**src/uvsq_pkg.sv**
```systemverilog
package uvsq_pkg;

  localparam int FracBits   = 14;
  localparam int MaxDiv     = 256;
  localparam int CntW       = 9;
  localparam int RadW       = 10;
  localparam int IdxW       = 8;
  localparam int TexW       = 17;
  localparam int NormW      = 16;
  localparam int PosW       = 25;
  localparam int ThetaShift = 33;
  localparam int PhiShift   = 32;
  localparam int DivBits    = 6;
  localparam int DivStages  = (CntW + ThetaShift + DivBits - 1) / DivBits;
  localparam int SinStages  = 8;

  localparam logic [31:0] Quarter = 32'h4000_0000;

  // (pi/2)^n / n! in Q30
  localparam logic [30:0] Tay9 = 31'd172272;
  localparam logic [30:0] TayCoef [4] = '{31'd5026995, 31'd85569306,
                                          31'd693598668, 31'd1686629713};

  typedef enum logic [1:0] {
    RegRadius   = 2'd0,
    RegBands    = 2'd1,
    RegSegments = 2'd2,
    RegNone     = 2'd3
  } cfg_reg_e;

  typedef struct packed {
    logic       valid;
    logic [1:0] corner;
    logic       bad;
  } tag_t;

  typedef struct packed {
    logic [TexW-1:0] tex_u;
    logic [TexW-1:0] tex_v;
  } side_t;

endpackage

```
**src/uvsq_div.sv**
```systemverilog
module uvsq_div #(
  parameter int Shift = 33
) (
  input  logic                      clk_i,
  input  logic                      en_i,
  input  logic [uvsq_pkg::CntW-1:0] num_i,
  input  logic [uvsq_pkg::CntW-1:0] den_i,
  output logic [uvsq_pkg::CntW+Shift-1:0] quo_o
);
  import uvsq_pkg::*;

  localparam int NumW = CntW + Shift;
  localparam int PadW = DivStages * DivBits;

  logic [CntW-1:0] rem_q [DivStages];
  logic [PadW-1:0] quo_q [DivStages];
  logic [CntW-1:0] num_q [DivStages];

  for (genvar s = 0; s < DivStages; s++) begin : g_stage
    logic [CntW-1:0] rem_d;
    logic [PadW-1:0] quo_d;
    logic [CntW-1:0] num_in;
    logic [CntW-1:0] rem_in;
    logic [PadW-1:0] quo_in;

    if (s == 0) begin : g_first
      assign num_in = num_i;
      assign rem_in = '0;
      assign quo_in = '0;
    end else begin : g_rest
      assign num_in = num_q[s-1];
      assign rem_in = rem_q[s-1];
      assign quo_in = quo_q[s-1];
    end

    // Restoring division, a few quotient bits per stage
    always_comb begin
      logic [PadW-1:0] full;
      logic [CntW:0]   t;
      logic [CntW-1:0] rem;
      logic [PadW-1:0] q;
      rem  = rem_in;
      q    = quo_in;
      full = PadW'(num_in) << Shift;
      for (int j = 0; j < DivBits; j++) begin
        t = {rem, full[PadW-1-s*DivBits-j]};
        q = {q[PadW-2:0], 1'b0};
        if (t >= {1'b0, den_i}) begin
          t    = t - {1'b0, den_i};
          q[0] = 1'b1;
        end
        rem = t[CntW-1:0];
      end
      rem_d = rem;
      quo_d = q;
    end

    always_ff @(posedge clk_i) begin
      if (en_i) begin
        rem_q[s] <= rem_d;
        quo_q[s] <= quo_d;
        num_q[s] <= num_in;
      end
    end
  end

  assign quo_o = quo_q[DivStages-1][NumW-1:0];

endmodule

```
**config.mk**
```make
export PLATFORM = sky130hd
export DESIGN_NAME = uvsq_div
export DESIGN_NICKNAME = d
export VERILOG_FILES = /design/src/uvsq_pkg.sv /design/src/uvsq_div.sv
export SDC_FILE = /design/constraint.sdc
export NUM_CORES = 1
export LEC_CHECK = 0
export BUFFER_PORTS_ARGS = -buffer_cell sky130_fd_sc_hd__buf_4
export CAP_MARGIN = 20
export CORE_ASPECT_RATIO = 0.7
export CORE_MARGIN = 3
export CORE_UTILIZATION = 35
export CTS_CLUSTER_DIAMETER = 200
export DETAILED_ROUTE_END_ITERATION = 10
export GPL_TIMING_DRIVEN = 0
export PLACE_DENSITY_LB_ADDON = 0.2
export SLEW_MARGIN = 20
export SYNTH_ARGS = -nofsm -noshare
export SYNTH_HDL_FRONTEND = slang
export SYNTH_SLANG_ARGS = --single-unit
```
**constraint.sdc**
```tcl
create_clock -name clk_i -period 25.3 [get_ports clk_i]
set_clock_uncertainty 0.05 [all_clocks]
set_input_delay 5.06 -clock clk_i [delete_from_list [all_inputs] [get_ports clk_i]]
set_output_delay 5.06 -clock clk_i [all_outputs]
set_load 0.005 [all_outputs]
```
==> flow_summary.toml <==
[status]
status = "completed"

[placed_design]
portBuffers = 61
dp_slack_ps = 555
dpl_cell_area_sq_mm = 0.0273
place_hpwl_mm = 54.3
gp_congestion = 0.877

[floorplanning]
coreArea_sq_mm = 0.0707
dieArea_sq_mm = 0.0758
rows = 81
boundaryPins = 62
initial_core_util = 0.359
die_w_um = 328
fp.dieH_um = 231

[cts]
htreeDepth = 1
clk_pin_slew_ps = 70
ctsRootBufferMaster = "clkbuf_16"
insertion_delay_ps = 600
cts.sinks = 225
numCtsBuffers = 28
hold_buffers = 0
cts_tree = "built"
clockBufferDepth = 3

[logic_synthesis]
synth_area_sq_mm = 0.0254
synthArstFlopShare = 0
ys_seq_area_frac = 0.266
synthFlopType = "edfxtp_1"
ys_seq_elements = 225
syn-mean-instance-area_sq_um = 9.24
ys_warn_count = 0
synth.distinct_cells = 99
synth_edf_count = 225
synth_cells = 2745
synth_fp_nets = 3122

[drt]
drt_iter0_markers = 1750
drt-pass1-iter-count = 5
drc = 0
drtAntennaViolNets = 0
vias_per_cell = 5.66
routed_wl_mm = 74.4
vias = 21623
avgRoutedWirePerCell_um = 19.5

[worst_setup_path]
cp-end-kind = "register"
cp.required_ps = 25590
crit_fanout = 20
slowest_delay_ps = 600
startpoint = "den_i[0]"
crit_type = "in2reg"
cp_slowest_cell = "fa_1"
critical_path.startpoint_type = "primary input"
cp.arrival_ps = 24560
rr_startpoint = "rem_q[4][0]"

[grt]
grt_max_degree = 89
grt.overflow.total = 0
track_usage = 0.190
grt_pass1_wl_mm = 116
grt_pass1_vias = 20856
antenna_found_initial = 2

[hold_path]
hold_class = "reg2reg"
hold_path_startpoint = "quo_q[2][5]"

[sta]
rsz0062_at_grt = "no"
setup_viol = 0
maxSlewHeadroom = 0.252
maxSlewViolCount = 0
finalWorstSetupSlack_ps = 1030
finalHoldViolCount = 0
finalCriticalPeriod_ps = 24270
max_freq_mhz = 41.2
tns_ps = 0
worst_pin_slew_ps = 1120
period_share = 0.959

[job]
drv_cap = 0

[finish]
post-route-util = 0.399
syn_to_final_growth_pct = 11.4
nNetsFinal = 3223
design_area_sq_mm = 0.0283
final_layout_size_suffix_gt1_frac = 0.129
worst max-delay path, delay by kind of cell:
| kind | cells | cell delay, ps |
|---|---|---|
| compound gates | 29 | 8070 |
| buf+inv | 17 | 5710 |
| simple gates | 13 | 2450 |
| fa+ha+maj | 6 | 2210 |
| mux | 3 | 990 |
placed cells by master, fill, tap and decap left out, drive strengths merged, types with 10 or more instances in the layout:
| cell | instances |
|---|---|
| ha | 343 |
| edfxtp | 225 |
| a21oi | 211 |
| nor2 | 209 |
| o21ai | 161 |
| nand2 | 155 |
| a21o | 147 |
| xnor2 | 147 |
| mux2 | 146 |
| inv | 140 |
| buf | 93 |
| xor2 | 85 |
| nor3 | 66 |
| clkbuf | 58 |
| nor2b | 54 |
| nand3 | 45 |
| o21bai | 37 |
| nand2b | 36 |
| o21a | 35 |
| mux2i | 33 |
| nand4 | 28 |
| o31ai | 26 |
| and2 | 25 |
| and3 | 24 |
| or2 | 24 |
| a211oi | 22 |
| o211ai | 21 |
| a31oi | 19 |
| a21boi | 17 |
| a221o | 16 |
| or3 | 15 |
| fa | 14 |
| a211o | 13 |
| clkinv | 13 |
| o41ai | 10 |
flip-flops by register name (all words and copies together) (netlist names):
name	cells
rem_q	54
num_q	3
quo_q	168
what timing repair did:
action	4_1_cts	5_1_grt
gates resized for setup	0	1
setup endpoints to repair	0	3
buffers inserted	0	0
per-layer routing:
metal  global-route usage  share of wire
met1                0.283           0.51
met5                    0              0
met2                0.289           0.42
met4               0.0476          0.024
met3               0.0260          0.051
kinds of logic (layout without fill, tap and decap cells):
| family | after synthesis | count (layout) | share of synthesized area |
|---|---|---|---|
| compound gates | 838 | 838 | 0.224 |
| simple gates | 725 | 725 | 0.142 |
| fa+ha+maj | 357 | 357 | 0.180 |
| xor+xnor | 232 | 232 | 0.0801 |
| flops | 225 | 225 | 0.266 |
| buf+inv | 189 | 312 | 0.0294 |
| mux | 179 | 179 | 0.0781 |
| other cells | 0 | 1 | 0 |
synth_stat cells (all sizes together), types with 7 or more instances:
library cell  count  area [sq um]
a211o            13           114
a211oi           22           180
a21boi           17           128
a21o            147          1100
a21oi           211          1070
a221o            16           160
a31o              8          70.1
a31oi            19           134
and2             25           156
and3             24           150
buf              22           119
clkbuf           25          93.8
clkinv            7          26.3
edfxtp          225          6760
fa               14           280
ha              343          4290
inv             135           507
mux2            146          1650
mux2i            33           334
nand2           155           587
nand2b           36           225
nand3            45           230
nand3b            9          67.6
nand4            28           175
nor2            209           787
nor2b            54           338
nor3             66           335
o2111ai           7          61.3
o211ai           21           168
o21a             35           263
o21ai           161           825
o21bai           37           282
o221ai            9          85.1
o22ai             9          56.3
o31a              9          78.8
o31ai            26           209
o41ai            10          87.6
or2              24           150
or3              15          93.8
xnor2           147          1290
xor2             85           744
final cells by class:
cell class | count | area, sq um
fillers | 7025 | 42500
multi-input cells | 2331 | 17900
flip-flops and latches | 225 | 6760
well taps | 954 | 1190
repair buffers | 71 | 733
clock buffers | 33 | 719
inverters | 142 | 557
clock inverters | 19 | 220
plain buffers | 47 | 214
diodes | 1 | 2.50
per-stage QoR:
step	instances	hold slack (ps)
global placement	3760	350
CTS	3822	353
floorplan	2745	350
finish	3823	354
global route	3822	369
detailed placement	3770	355
worst paths after layout:
kind / to / slack (ps) / cells past startpoint
worst min-delay path: quo_q[3][11] / 350 / 0
worst min register to register: quo_q[3][11] / 350 / 0
worst max-delay path: rem_q[5][5] / 1030 / 68
worst max register to register: rem_q[5][5] / 9050 / 59
Power is left out: the tool's default activity adds up to more than one toggle a clock period on the data nets, which glitch-free logic cannot reach.
